`src/rtl/md4_pkg.sv`:
```
// md4_pkg: shared constants, types and step functions for the MD4 digest block.
// Used by md4_buf, md4_core and md4_digest; no dependencies.
package md4_pkg;

    localparam int WORD_W  = 32;
    localparam int MSG_W   = 61;
    localparam int ADDR_W  = 4;
    localparam int FILL_W  = 5;
    localparam int STEP_W  = 6;

    localparam logic [WORD_W-1:0] INIT_A = 32'h67452301;
    localparam logic [WORD_W-1:0] INIT_B = 32'hEFCDAB89;
    localparam logic [WORD_W-1:0] INIT_C = 32'h98BADCFE;
    localparam logic [WORD_W-1:0] INIT_D = 32'h10325476;
    localparam logic [WORD_W-1:0] K_R2   = 32'h5A827999;
    localparam logic [WORD_W-1:0] K_R3   = 32'h6ED9EBA1;
    localparam logic [WORD_W-1:0] PAD_WORD = 32'h00000080;

    localparam logic [STEP_W-1:0] LAST_STEP   = 6'd47;
    localparam logic [ADDR_W-1:0] LAST_ADDR   = 4'd15;
    localparam logic [ADDR_W-1:0] LEN_LO_ADDR = 4'd14;
    localparam logic [ADDR_W-1:0] LEN_HI_ADDR = 4'd15;
    localparam logic [FILL_W-1:0] FILL_NONE   = 5'd16;
    localparam logic [FILL_W-1:0] LEN_START   = 5'd14;
    localparam logic [2:0]        FULL_BYTES  = 3'd4;

    typedef logic [WORD_W-1:0]       t_word;
    typedef logic [3:0][WORD_W-1:0]  t_chain;

    // Command to the compression core: start a block, with words at or above
    // fill_start reading as zero and, if len_en, words 14/15 as the bit length.
    typedef struct packed {
        logic              start;
        logic [FILL_W-1:0] fill_start;
        logic              len_en;
    } t_core_cmd;

    typedef struct packed {
        logic busy;
        logic done;
    } t_core_sts;

    // Message word used at step j.
    function automatic logic [ADDR_W-1:0] msg_index(input logic [STEP_W-1:0] j);
        logic [ADDR_W-1:0] r;
        unique case (j[5:4])
            2'd0:    r = j[3:0];
            2'd1:    r = {j[1:0], j[3:2]};
            default: r = {j[0], j[1], j[2], j[3]};
        endcase
        return r;
    endfunction

    function automatic logic [4:0] rot_amount(input logic [STEP_W-1:0] j);
        logic [4:0] r;
        unique case ({j[5:4], j[1:0]})
            4'b00_00, 4'b01_00, 4'b10_00: r = 5'd3;
            4'b00_01:                     r = 5'd7;
            4'b00_10, 4'b10_10:           r = 5'd11;
            4'b00_11:                     r = 5'd19;
            4'b01_01:                     r = 5'd5;
            4'b01_10, 4'b10_01:           r = 5'd9;
            4'b01_11:                     r = 5'd13;
            default:                      r = 5'd15;
        endcase
        return r;
    endfunction

    function automatic t_word rotl(input t_word x, input logic [4:0] s);
        return (x << s) | (x >> (6'd32 - {1'b0, s}));
    endfunction

    // Last word of a message: keep n bytes, append 0x80 right after them when n is below 4.
    function automatic t_word pad_last(input t_word d, input logic [2:0] n);
        t_word r;
        unique case (n)
            3'd0:    r = PAD_WORD;
            3'd1:    r = {16'h0000, 8'h80, d[7:0]};
            3'd2:    r = {8'h00, 8'h80, d[15:0]};
            3'd3:    r = {8'h80, d[23:0]};
            default: r = d;
        endcase
        return r;
    endfunction

endpackage

```
`src/rtl/md4_buf.sv`:
```
// md4_buf: 16-word block buffer, one write and one read port, registered read.
// Depends on md4_pkg for widths.
module md4_buf (
    input  logic                          i_clk,
    input  logic                          i_we,
    input  logic [md4_pkg::ADDR_W-1:0]    i_waddr,
    input  md4_pkg::t_word                i_wdata,
    input  logic [md4_pkg::ADDR_W-1:0]    i_raddr,
    output md4_pkg::t_word                o_rdata
);

    md4_pkg::t_word r_mem [16];
    md4_pkg::t_word r_rdata;

    always_ff @(posedge i_clk) begin
        if (i_we) begin
            r_mem[i_waddr] <= i_wdata;
        end
        r_rdata <= r_mem[i_raddr];
    end

    assign o_rdata = r_rdata;

endmodule

```
`src/rtl/md4_core.sv`:
```
// md4_core: 48-step MD4 compression, one step per cycle, reading the block
// buffer one word ahead. Holds chaining and working words. Depends on md4_pkg.
module md4_core (
    input  logic                          i_clk,
    input  logic                          i_rst_n,
    input  md4_pkg::t_core_cmd            i_cmd,
    input  logic                          i_init,
    input  md4_pkg::t_word                i_len_lo,
    input  md4_pkg::t_word                i_len_hi,
    input  md4_pkg::t_word                i_rdata,
    output logic [md4_pkg::ADDR_W-1:0]    o_raddr,
    output md4_pkg::t_core_sts            o_sts,
    output md4_pkg::t_chain               o_chain
);

    logic                          r_busy;
    logic                          r_fin;
    logic [md4_pkg::STEP_W-1:0]    r_step;
    logic [md4_pkg::ADDR_W-1:0]    r_idx;
    logic [md4_pkg::FILL_W-1:0]    r_fill;
    logic                          r_len;
    md4_pkg::t_chain               r_chain;
    md4_pkg::t_word                r_a, r_b, r_c, r_d;

    logic [md4_pkg::STEP_W-1:0]    step_rd;
    md4_pkg::t_word                x_word;
    md4_pkg::t_word                f_val;
    md4_pkg::t_word                k_val;
    md4_pkg::t_word                sum;
    md4_pkg::t_word                n_b;

    // address for the step after the one being computed
    assign step_rd = i_cmd.start ? '0 : r_step + 6'd1;
    assign o_raddr = md4_pkg::msg_index(step_rd);

    // zero fill and length words are supplied here rather than written into the buffer
    always_comb begin
        if (r_len && r_idx == md4_pkg::LEN_LO_ADDR) begin
            x_word = i_len_lo;
        end else if (r_len && r_idx == md4_pkg::LEN_HI_ADDR) begin
            x_word = i_len_hi;
        end else if ({1'b0, r_idx} >= r_fill) begin
            x_word = '0;
        end else begin
            x_word = i_rdata;
        end
    end

    always_comb begin
        unique case (r_step[5:4])
            2'd0: begin
                f_val = (r_b & r_c) | (~r_b & r_d);
                k_val = '0;
            end
            2'd1: begin
                f_val = (r_b & r_c) | (r_b & r_d) | (r_c & r_d);
                k_val = md4_pkg::K_R2;
            end
            default: begin
                f_val = r_b ^ r_c ^ r_d;
                k_val = md4_pkg::K_R3;
            end
        endcase
        sum = r_a + f_val + x_word + k_val;
        n_b = md4_pkg::rotl(sum, md4_pkg::rot_amount(r_step));
    end

    always_ff @(posedge i_clk) begin
        if (!i_rst_n) begin
            r_busy  <= 1'b0;
            r_fin   <= 1'b0;
            r_step  <= '0;
            r_chain <= {md4_pkg::INIT_D, md4_pkg::INIT_C, md4_pkg::INIT_B, md4_pkg::INIT_A};
            r_a     <= '0;
            r_b     <= '0;
            r_c     <= '0;
            r_d     <= '0;
        end else begin
            if (i_init) begin
                r_chain <= {md4_pkg::INIT_D, md4_pkg::INIT_C,
                            md4_pkg::INIT_B, md4_pkg::INIT_A};
            end
            if (i_cmd.start) begin
                r_busy <= 1'b1;
                r_step <= '0;
                r_a    <= r_chain[0];
                r_b    <= r_chain[1];
                r_c    <= r_chain[2];
                r_d    <= r_chain[3];
            end else if (r_busy && !r_fin) begin
                // target word rotates through a; order is restored every 4 steps
                r_a <= r_d;
                r_b <= n_b;
                r_c <= r_b;
                r_d <= r_c;
                if (r_step == md4_pkg::LAST_STEP) begin
                    r_fin <= 1'b1;
                end else begin
                    r_step <= r_step + 6'd1;
                end
            end else if (r_fin) begin
                r_chain[0] <= r_chain[0] + r_a;
                r_chain[1] <= r_chain[1] + r_b;
                r_chain[2] <= r_chain[2] + r_c;
                r_chain[3] <= r_chain[3] + r_d;
                r_fin      <= 1'b0;
                r_busy     <= 1'b0;
                r_step     <= '0;
            end
        end
    end

    always_ff @(posedge i_clk) begin
        r_idx <= o_raddr;
        if (i_cmd.start) begin
            r_fill <= i_cmd.fill_start;
            r_len  <= i_cmd.len_en;
        end
    end

    assign o_sts.busy = r_busy;
    assign o_sts.done = r_fin;
    assign o_chain    = r_chain;

endmodule

```
`src/rtl/md4_digest.sv`:
```
// md4_digest: MD4 hash of a word stream; top level with control sequencer.
// Instantiates md4_buf and md4_core; depends on md4_pkg.
//
// Usage:
//   Input items on s_axis_*: tdata is one little-endian message word (first
//   byte in bits 7:0), tuser the byte count (0..4, counts only on the last
//   word; above 4 means 4), tlast marks the final word of the message.
//   Output items on m_axis_*: four digest words A, B, C, D in that order,
//   tuser the word index, tlast set on word D.
// Throughput: words that do not close a 64-byte block are taken one per
//   cycle. The word that fills a block starts a compression on the single
//   round-step unit: 48 steps and one chaining add, during which tready is
//   low.
// Closing: the last word is followed by one or two compressions before the
//   first digest word, set by where the padding and the 64-bit length land
//   in the block buffer (a last word that closes a full block counts its own
//   block as the first of the two).
// Reset: chaining words go to the MD4 initial values, byte count to zero,
//   output empty. The block buffer itself is not cleared.
// Stalls: the output register holds a digest word until taken; a new message
//   may start while word D still waits.
module md4_digest (
    input  logic        i_clk,
    input  logic        i_rst_n,
    input  logic        s_axis_tvalid,
    output logic        s_axis_tready,
    input  logic [31:0] s_axis_tdata,   // [31:0] data_word
    input  logic [2:0]  s_axis_tuser,   // [2:0] byte_count
    input  logic        s_axis_tlast,
    output logic        m_axis_tvalid,
    input  logic        m_axis_tready,
    output logic [31:0] m_axis_tdata,   // [31:0] digest_word
    output logic [1:0]  m_axis_tuser,   // [1:0] word_index
    output logic        m_axis_tlast
);

    typedef enum logic [3:0] {
        S_IDLE,
        S_CMP_MID,   // full data block
        S_CMP_PRE,   // last word closed a block, 0x80 goes to next one
        S_WR80,      // write the 0x80 word
        S_PLAN,      // choose one or two closing blocks
        S_CMP_OVF,   // padding block without room for the length
        S_LEN,
        S_CMP_FIN,   // block carrying the bit length
        S_EMIT
    } t_state;

    t_state                          r_state;
    logic [md4_pkg::MSG_W-1:0]       r_msg_bytes;
    logic [md4_pkg::FILL_W-1:0]      r_kk;       // first word of zero fill
    logic [md4_pkg::ADDR_W-1:0]      r_addr80;
    logic [1:0]                      r_emit_idx;
    logic                            r_m_tvalid;
    logic [31:0]                     r_m_tdata;
    logic [1:0]                      r_m_tuser;
    logic                            r_m_tlast;

    logic                            in_acc;
    logic [md4_pkg::ADDR_W-1:0]      cur_k;
    logic [2:0]                      n_clamp;
    logic                            buf_we;
    logic [md4_pkg::ADDR_W-1:0]      buf_waddr;
    md4_pkg::t_word                  buf_wdata;
    logic [md4_pkg::ADDR_W-1:0]      buf_raddr;
    md4_pkg::t_word                  buf_rdata;
    md4_pkg::t_core_cmd              core_cmd;
    md4_pkg::t_core_sts              core_sts;
    md4_pkg::t_chain                 chain;
    logic                            chain_init;
    logic                            out_load;
    md4_pkg::t_word                  len_lo;
    md4_pkg::t_word                  len_hi;

    assign s_axis_tready = (r_state == S_IDLE);
    assign in_acc        = s_axis_tvalid && s_axis_tready;
    assign cur_k         = r_msg_bytes[5:2];
    assign n_clamp       = (s_axis_tuser > md4_pkg::FULL_BYTES) ? md4_pkg::FULL_BYTES
                                                                : s_axis_tuser;

    // message length in bits, low and high words
    assign len_lo = {r_msg_bytes[28:0], 3'b000};
    assign len_hi = r_msg_bytes[60:29];

    // buffer writes only happen while the core is idle, so no forwarding
    always_comb begin
        buf_we    = in_acc || (r_state == S_WR80);
        buf_waddr = (r_state == S_WR80) ? r_addr80 : cur_k;
        if (r_state == S_WR80) begin
            buf_wdata = md4_pkg::PAD_WORD;
        end else if (s_axis_tlast) begin
            buf_wdata = md4_pkg::pad_last(s_axis_tdata, n_clamp);
        end else begin
            buf_wdata = s_axis_tdata;
        end
    end

    always_comb begin
        core_cmd = '0;
        if (in_acc && cur_k == md4_pkg::LAST_ADDR &&
            (!s_axis_tlast || n_clamp == md4_pkg::FULL_BYTES)) begin
            core_cmd.start      = 1'b1;
            core_cmd.fill_start = md4_pkg::FILL_NONE;
        end else if (r_state == S_PLAN) begin
            core_cmd.start      = 1'b1;
            core_cmd.fill_start = r_kk;
            core_cmd.len_en     = (r_kk <= md4_pkg::LEN_START);
        end else if (r_state == S_LEN) begin
            core_cmd.start      = 1'b1;
            core_cmd.fill_start = '0;
            core_cmd.len_en     = 1'b1;
        end
    end

    assign out_load   = (r_state == S_EMIT) && (!r_m_tvalid || m_axis_tready);
    assign chain_init = out_load && (r_emit_idx == 2'd3);

    md4_buf u_buf (
        .i_clk   (i_clk),
        .i_we    (buf_we),
        .i_waddr (buf_waddr),
        .i_wdata (buf_wdata),
        .i_raddr (buf_raddr),
        .o_rdata (buf_rdata)
    );

    md4_core u_core (
        .i_clk    (i_clk),
        .i_rst_n  (i_rst_n),
        .i_cmd    (core_cmd),
        .i_init   (chain_init),
        .i_len_lo (len_lo),
        .i_len_hi (len_hi),
        .i_rdata  (buf_rdata),
        .o_raddr  (buf_raddr),
        .o_sts    (core_sts),
        .o_chain  (chain)
    );

    always_ff @(posedge i_clk) begin
        if (!i_rst_n) begin
            r_state     <= S_IDLE;
            r_msg_bytes <= '0;
            r_emit_idx  <= '0;
            r_m_tvalid  <= 1'b0;
        end else begin
            if (out_load) begin
                r_m_tvalid <= 1'b1;
            end else if (m_axis_tready) begin
                r_m_tvalid <= 1'b0;
            end
            unique case (r_state)
                S_IDLE: begin
                    if (in_acc) begin
                        if (!s_axis_tlast) begin
                            r_msg_bytes <= r_msg_bytes + 61'(md4_pkg::FULL_BYTES);
                            if (cur_k == md4_pkg::LAST_ADDR) begin
                                r_state <= S_CMP_MID;
                            end
                        end else begin
                            r_msg_bytes <= r_msg_bytes + 61'(n_clamp);
                            if (n_clamp != md4_pkg::FULL_BYTES) begin
                                r_kk    <= {1'b0, cur_k} + 5'd1;
                                r_state <= S_PLAN;
                            end else if (cur_k == md4_pkg::LAST_ADDR) begin
                                r_addr80 <= '0;
                                r_kk     <= 5'd1;
                                r_state  <= S_CMP_PRE;
                            end else begin
                                r_addr80 <= cur_k + 4'd1;
                                r_kk     <= {1'b0, cur_k} + 5'd2;
                                r_state  <= S_WR80;
                            end
                        end
                    end
                end
                S_CMP_MID: begin
                    if (core_sts.done) begin
                        r_state <= S_IDLE;
                    end
                end
                S_CMP_PRE: begin
                    if (core_sts.done) begin
                        r_state <= S_WR80;
                    end
                end
                S_WR80: begin
                    r_state <= S_PLAN;
                end
                S_PLAN: begin
                    r_state <= (r_kk > md4_pkg::LEN_START) ? S_CMP_OVF : S_CMP_FIN;
                end
                S_CMP_OVF: begin
                    if (core_sts.done) begin
                        r_state <= S_LEN;
                    end
                end
                S_LEN: begin
                    r_state <= S_CMP_FIN;
                end
                S_CMP_FIN: begin
                    if (core_sts.done) begin
                        r_emit_idx <= '0;
                        r_state    <= S_EMIT;
                    end
                end
                S_EMIT: begin
                    if (out_load) begin
                        r_m_tdata  <= chain[r_emit_idx];
                        r_m_tuser  <= r_emit_idx;
                        r_m_tlast  <= (r_emit_idx == 2'd3);
                        r_emit_idx <= r_emit_idx + 2'd1;
                        if (r_emit_idx == 2'd3) begin
                            r_msg_bytes <= '0;
                            r_state     <= S_IDLE;
                        end
                    end
                end
                default: begin
                    r_state <= S_IDLE;
                end
            endcase
        end
    end

    assign m_axis_tvalid = r_m_tvalid;
    assign m_axis_tdata  = r_m_tdata;
    assign m_axis_tuser  = r_m_tuser;
    assign m_axis_tlast  = r_m_tlast;

    // buffer must not change under a running compression
    a_no_write_busy: assert property (@(posedge i_clk) disable iff (!i_rst_n)
        buf_we |-> !core_sts.busy)
        else $error("block buffer written during compression");

    a_start_idle: assert property (@(posedge i_clk) disable iff (!i_rst_n)
        core_cmd.start |-> !core_sts.busy)
        else $error("compression started while core busy");

    a_done_frees: assert property (@(posedge i_clk) disable iff (!i_rst_n)
        core_sts.done |=> !core_sts.busy)
        else $error("core still busy after done");

    a_ready_idle: assert property (@(posedge i_clk) disable iff (!i_rst_n)
        s_axis_tready |-> !core_sts.busy)
        else $error("input ready while core busy");

endmodule
```
`config.mk`:
```
export PLATFORM = sky130hd
export DESIGN_NAME = md4_digest
export DESIGN_NICKNAME = d
export VERILOG_FILES = /design/src/rtl/md4_pkg.sv /design/src/rtl/md4_buf.sv /design/src/rtl/md4_core.sv /design/src/rtl/md4_digest.sv
export SDC_FILE = /design/constraint.sdc
export NUM_CORES = 2
export LEC_CHECK = 0
export BUFFER_PORTS_ARGS = -buffer_cell sky130_fd_sc_hd__buf_4
export CAP_MARGIN = 20
export CORE_MARGIN = 2
export CORE_UTILIZATION = 60
export DETAILED_ROUTE_END_ITERATION = 8
export PLACE_DENSITY = 0.85
export SYNTH_ARGS = -nofsm -noshare
export SYNTH_HDL_FRONTEND = slang
export SYNTH_SLANG_ARGS = --single-unit
```
`constraint.sdc`:
```
create_clock -name i_clk -period 8.31 [get_ports i_clk]
set_input_delay 2.0775 -clock i_clk [delete_from_list [all_inputs] [get_ports i_clk]]
set_output_delay 2.0775 -clock i_clk [all_outputs]
set_load 0.02 [all_outputs]
```
# --- Word-level counts from Yosys, hierarchy flattened ---
# Memories as Yosys holds them, arrays and structs flattened. A register that Yosys moved wholly into a read port is not among the register bits.
# Cells that the tools add are included.
totals:
  register_bits: 386
  latchBits: 0
  mem_bits_rw: 512
  rom_bits: 64
  inputBits: 40
  out_inout_bits: 37
  wordCells: 192
  mem_count: 2
op_classes:
  n_addsub: 15
  n_mul: 0
  n_div: 0
  magnitude_cmp: 5
  n_eq_ne: 31
  n_shift: 2
  muxes: 66
  bitwise: 14
  n_reduce_logical: 34
memory_table:
  columns: ["name", "depth", "word_bits", "read_ports", "rd_clocked_by_memory_dff", "wr", "line", "source"]
  rows:
  - ["u_buf.r_mem", 16, 32, 1, 1, 1, "md4_buf.sv:12", "md4_pkg::t_word r_mem [16];"]
  - ["(no name shown)", 16, 4, 1, 1, 0, "md4_pkg.sv:56", "unique case ({j[5:4], j[1:0]})"]
ops:
  columns: ["op", "count"]
  rows:
  - ["$mux 128", 4]
  - ["$mux 32", 14]
  - ["$mux 61", 4]
  - ["$add 32x32->32", 6]
  - ["$and 32x32->32", 4]
  - ["$or 32x32->32", 4]
  - ["$pmux 32 s4", 1]
  - ["$pmux 61 s2", 1]
  - ["$bmux 32 s2", 1]
  - ["$pmux 32 s2", 1]
  - ["$xor 32x32->32", 2]
  - ["$pmux 31 s2", 1]
  - ["$add 61x3->61", 1]
  - ["$add 61x3->61 const B", 1]
  - ["$mux 4", 12]
  - ["$pmux 4 s9", 1]
  - ["$add 32x31->32", 1]
  - ["$not 32->32", 1]
  - ["$shl 32x5->32", 1]
  - ["$shr 32x6->32", 1]
  - ["$mux 6", 5]
  - ["$eq 4x3->1 const B", 4]
  - ["$eq 4x4->1 const B", 4]
  - ["$mux 7", 2]
  - ["other kinds (43)", 90]

# --- Depth between registers and ports, before layout ---
logic_depth:
  depth_word: 11
  ltp_mapped: 31
  ltp_nobuf: 27

# --- Hierarchy ---
# Synthesis repeated with hierarchy kept, for this count alone.
unflattened:
  cells_unflattened: 4751
  hier_area_um2: 50783.7
by_module_without_submodules:
  columns: ["mod", "instances", "cells_each", "area_per_inst_um2", "seq_area_each_um2"]
  rows:
  - ["md4_core", 1, 3277, 24618.6, 5625.4]
  - ["md4_buf", 1, 838, 19835.3, 16015.4]
  - ["md4_digest", 1, 636, 6329.8, 2682.6]

# --- Least setup slack after synthesis ---
# Ideal clock, no wire load.
synth_timing:
  path_kind: "reg-to-reg"
  startpoint: "reg u_core.r_idx[0] (netlist name)"
  endpoint: "reg u_core.r_b[16]"
  setup_ps: 95
  arrival_ps: 6034
  required_time_ps: 8215
  slack_ps: 2181
  stages_incl_launch_ff: 29
  n_path_buf: 3
  synth_period_minus_slack_ps: 6129
  path_cell_list: "dfxtp_1 -> clkbuf_1 -> buf_1 -> inv_1 -> ha_1 -> nand2b_1 -> a21oi_1 -> nor2b_1 -> o21ai_0 -> a21oi_1 -> nor2_1 -> clkbuf_1 -> a21oi_1 -> fa_1 -> fa_1 -> inv_1 -> ha_1 -> o21a_1 -> o211ai_1 -> a21oi_1 -> o2111a_1 -> o311ai_1 -> nand2_1 -> a31o_1 -> a221o_1 -> mux2i_1 -> or2_1 -> a21oi_1 -> a221oi_1"
synth_between:
  elab_chain_len: 10
  elab_cells_between_ends: 15
  cone_classes: "2 x add/sub; 1 x order compare; 2 x eq/ne; 2 x shift; 5 x mux; 1 x bitwise; 2 x reduce/logical"
synth_rtl:
  columns: ["item", "line", "source"]
  rows:
  - ["from (decl)", "md4_core.sv:19", "logic [md4_pkg::ADDR_W-1:0] r_idx;"]
  - ["from (signal assigned)", "md4_core.sv:114", "r_idx <= o_raddr;"]
  - ["$ge 4x5->1 or $eq 4x4->1 (tied branches)", "md4_core.sv:42, md4_core.sv:40", null]
  - ["$mux 32 or $logic_and 1x1->1 (tied branches)", "md4_core.sv:42, md4_core.sv:40", null]
  - ["$mux 32", "md4_core.sv:40", "end else if (r_len && r_idx == md4_pkg::LEN_HI_ADDR) begin"]
  - ["$mux 32 *", "md4_core.sv:38", "if (r_len && r_idx == md4_pkg::LEN_LO_ADDR) begin"]
  - ["$add 32x32->32 *", "md4_core.sv:64", "sum = r_a + f_val + x_word + k_val;"]
  - ["$add 32x31->32 *", "md4_core.sv:64", null]
  - ["$shr 32x6->32 or $shl 32x5->32 (tied branches)", "md4_pkg.sv:70", "return (x << s) | (x >> (6'd32 - {1'b0, s}));"]
  - ["$or 32x32->32 *", "md4_pkg.sv:70", null]
  - ["$mux 32 *", "md4_core.sv:90", "end else if (r_busy && !r_fin) begin"]
  - ["$mux 32 *", "md4_core.sv:83", "if (i_cmd.start) begin"]
  - ["to (signal assigned)", "md4_core.sv:87", "r_b <= r_chain[1];"]
  - ["to (signal assigned)", "md4_core.sv:93", "r_b <= n_b;"]
  - ["to (decl)", "md4_core.sv:23", "md4_pkg::t_word r_a, r_b, r_c, r_d;"]
# Mark *: on every way between the ends. The rest lies on a longest branch, timed or not. The select of a mux whose other input is x is not followed.
# A chain may end at the register's enable or synchronous reset.

# --- Worst setup path after layout ---
layout_timing:
  startpoint: "reg u_core.r_fill[0] (netlist name)"
  endpoint: "reg u_core.r_b[25]"
layout_between:
  elab_chain_len: 10
  elab_cells_between_ends: 11
  cone_classes: "2 x add/sub; 1 x order compare; 2 x shift; 5 x mux; 1 x bitwise"
layout_rtl:
  columns: ["item", "line", "source"]
  rows:
  - ["from (decl)", "md4_core.sv:20", "logic [md4_pkg::FILL_W-1:0] r_fill;"]
  - ["from (signal assigned)", "md4_core.sv:116", "r_fill <= i_cmd.fill_start;"]
  - ["$ge 4x5->1 *", "md4_core.sv:42", "end else if ({1'b0, r_idx} >= r_fill) begin"]
  - ["$mux 32 *", "md4_core.sv:42", null]
  - ["$mux 32 *", "md4_core.sv:40", null]
  - ["$mux 32 *", "md4_core.sv:38", null]
  - ["$add 32x32->32 *", "md4_core.sv:64", null]
  - ["$add 32x31->32 *", "md4_core.sv:64", null]
  - ["$shr 32x6->32 or $shl 32x5->32 (tied branches)", "md4_pkg.sv:70", null]
  - ["$or 32x32->32 *", "md4_pkg.sv:70", null]
  - ["$mux 32 *", "md4_core.sv:90", null]
  - ["$mux 32 *", "md4_core.sv:83", null]
# Marks and branches as above.

==> metrics.txt <==
status finished clean; Die H 292 µm; post-CTS setup buffer count 0; PnR worst setup slack 1290 ps; kind of critical path flop to flop; register area share after synthesis 0.488; Max Clock Freq roughly 0.14 GHz; commonest cells after routing, fill and taps aside nand2_1 (977), edfxtp_1 (562), nor2_1 (400); routability cong. approximately 0.99; wire length per cell roughly 24 µm; initial antenna violation count 7; Critical path origin u_core.r_fill[0]; grt ovf 0; Skew-Pair Late Insertion Delay about 700 ps; Die Width around 290 µm; commonest non-fill, non-tap cell in the layout nand2_1; Final min period between 7000 and 8000 ps; syn nets between 5000 and 6000; Synth Flop Type edfxtp_1; asr flop ratio synth 0; nets@finish 5417; skew final roughly 67 ps; R2R Path Start u_core.r_fill[0]; IO buf count 76; final hold violations 0; CTS root buf clkbuf_16; Leak around 0.021 µW; Final Max Slew Viols 0; CTS resizes 0; area added between synthesis and finish 9.30%; CTS clock-pin slew for the worst setup and hold paths roughly 70 ps; share of the synthesized area in the top cell type 0.339; FF+latch count, synth slightly above 900; Finish-stage setup viols 0; fraction of layout cells with a size suffix above 1 0.0776; Critical Path AT roughly 7600 ps; # rows 105; Critical Path Start Type flop; largest net degree at the start of global routing around 120; top-level I/O count between 70 and 80; WHS 497 ps; number of global-route vias before repair between 30000 and 40000; Final HPWL DP 94600 µm; Critical Path RT 8900 ps; die footprint 85400 µm²; Worst setup EP type flop; cts hold-fix bufs 0; Vias/cell 6.59; first-pass GRT wire length between 200000 and 250000 µm; via count of the routed design 41332; Core Region 82100 µm²; Post-synth EDFFs 562; WL final approximately 150000 µm; Cell Area, Synth approximately 50000 µm²; CTS tree done; cells after synthesis between 5000 and 6000; Setup TNS 0 ps; DR iter-0 viols 5727; Max-cap violations 0; Warnings, synthesis 0; crit-path max FO 16; post-synth cell types 86; CTS Buf Count 95; worst slew pin tran between 1000 and 1500 ps; initial core utilization 0.607; All-Layer GR Usage 0.340; leading area contributor after synthesis edfxtp_1; worst reg-to-reg path cell count 26; Max Buffers Root-to-Sink 3; r2r endpoint u_core.r_b[25]; non-filler cells in the finished layout roughly 6300; fin util 0.663; Placed Cells around 6100; Max H-tree Level 3; clock sink count 934; Setup crit end u_core.r_b[25]; Power Density approximately 380 nW/µm²; flop2flop setup slack roughly 1300 ps; drc violations 0; pre-CTS WS about 1600 ps; Worst IR Drop VDD approximately 300 µV; Rel. slew slack 0.228; top cells by area, synth edfxtp_1 (34%), dfxtp_1 (15%), nand2_1 (7.4%), ha_1 (4.6%), nand3_1 (3.7%); RSZ-0062 raised after global routing no; Pre-antenna DRT Iters 8; syn_area_per_cell around 9.6 µm²; Routed Antenna Nets 0; HP Class flop to flop; period utilization 0.845
critical path, stage by stage, from the launching register on:
cell,delay [ps]
edfxtp_1,370
ha_1,290
nand2b_1,140
a21oi_1,140
nor2b_1,60
o21ai_0,250
a21oi_1,130
nor2_2,670
nand2_1,130
o21ai_0,160
fa_1,470
inv_1,90
fa_1,410
inv_1,70
ha_1,240
nand3_1,110
o22ai_1,280
o221ai_1,330
o31ai_1,590
a21oi_1,300
o21ai_1,200
a21oi_1,90
xnor2_1,520
mux2_2,290
o2111ai_1,120
mux2_2,340
a21oi_1,130
stage by stage:
stage                     power, µW  cell area, µm²
after global placement        15700           51300
after detailed placement      15900           51300
after global routing          21700           54500
final                         20600           54500
after CTS                     20300           54400
after floorplan               13100           49800
metal layers:
metal  share of wire  track usage  wire (µm)
met1            0.39        0.468      57200
met2            0.45        0.526      66200
met3            0.12       0.0612      17600
met4           0.048        0.155       7080
met5               0            0          0
area by class of cell:
| class | count | area (µm²) |
|---|---|---|
| Antenna cell | 5 | 12.5 |
| Clock buffer | 132 | 2680 |
| Clock inverter | 46 | 484 |
| Fill cell | 5941 | 27700 |
| Inverter | 151 | 583 |
| Multi-Input combinational cell | 3789 | 24000 |
| Sequential cell | 934 | 24300 |
| Tap cell | 1070 | 1340 |
| Timing Repair Buffer | 141 | 1080 |
worst min-delay path by stage:
stage                        from                  to  slack (ps)  depth (start not counted)
2_1_floorplan       r_emit_idx[1]     m_axis_tuser[1]         430                          0
3_3_place_gp   u_core.o_chain[91]  u_core.o_chain[91]         470                          2
3_5_place_dp   u_core.o_chain[91]  u_core.o_chain[91]         480                          2
4_1_cts        u_core.o_chain[91]  u_core.o_chain[91]         490                          2
5_1_grt        u_core.o_chain[91]  u_core.o_chain[91]         510                          2
6_report       u_core.o_chain[91]  u_core.o_chain[91]         500                          2
flip-flops by register name (all words and copies together) (netlist names), 4 cells and up, named ones only:
name / flops
u_buf.r_mem: 512
u_buf.o_rdata: 32
u_core.r_step: 6
r_state: 4
u_core.r_b: 32
m_axis_tdata: 32
u_core.r_a: 32
u_core.r_c: 32
u_core.r_idx: 4
u_core.o_chain: 128
r_kk: 5
u_core.r_fill: 5
r_msg_bytes: 61
r_addr80: 4
u_core.r_d: 32
cells by family (layout without fill, tap and decap cells):
family / after synthesis / in the layout / synth area share
compound gates: 1041 / 1041 / 0.135
other cells: 0 / 5 / 0
flops: 934 / 934 / 0.488
buf+inv: 454 / 470 / 0.0348
fa+ha+maj: 265 / 265 / 0.0791
simple gates: 2143 / 2143 / 0.191
xor+xnor: 183 / 183 / 0.0322
mux: 157 / 157 / 0.0403
cells in the mapped netlist (7+ instances only):
cell type	n
nand2_1	980
edfxtp_1	562
nor2_1	418
dfxtp_1	372
nand3_1	367
a21oi_1	297
clkbuf_1	244
o21ai_0	203
ha_1	182
a311oi_1	154
inv_1	147
mux2i_1	107
xnor2_1	98
xor2_1	85
fa_1	83
nor3_1	78
a31oi_1	76
and3_1	72
a21o_1	64
nand2b_1	47
buf_1	44
and2_1	41
mux4_2	33
nor2b_1	32
or3_1	31
o21a_1	27
o21ai_1	27
nand4_1	25
o211ai_1	25
o22ai_1	19
a211oi_1	18
o21bai_1	18
mux2_2	17
buf_2	13
o31ai_1	13
o221ai_1	11
a211o_1	9
or2_2	8
a22oi_1	7
and4_1	7
o311ai_0	7
o31a_1	7
power by group:
group	internal, µW	total (µW)	switching [µW]
clock network	2400	4330	1920
registers	5390	6050	656
logic	3660	10200	6530
Power figures use the tool's default switching activity.
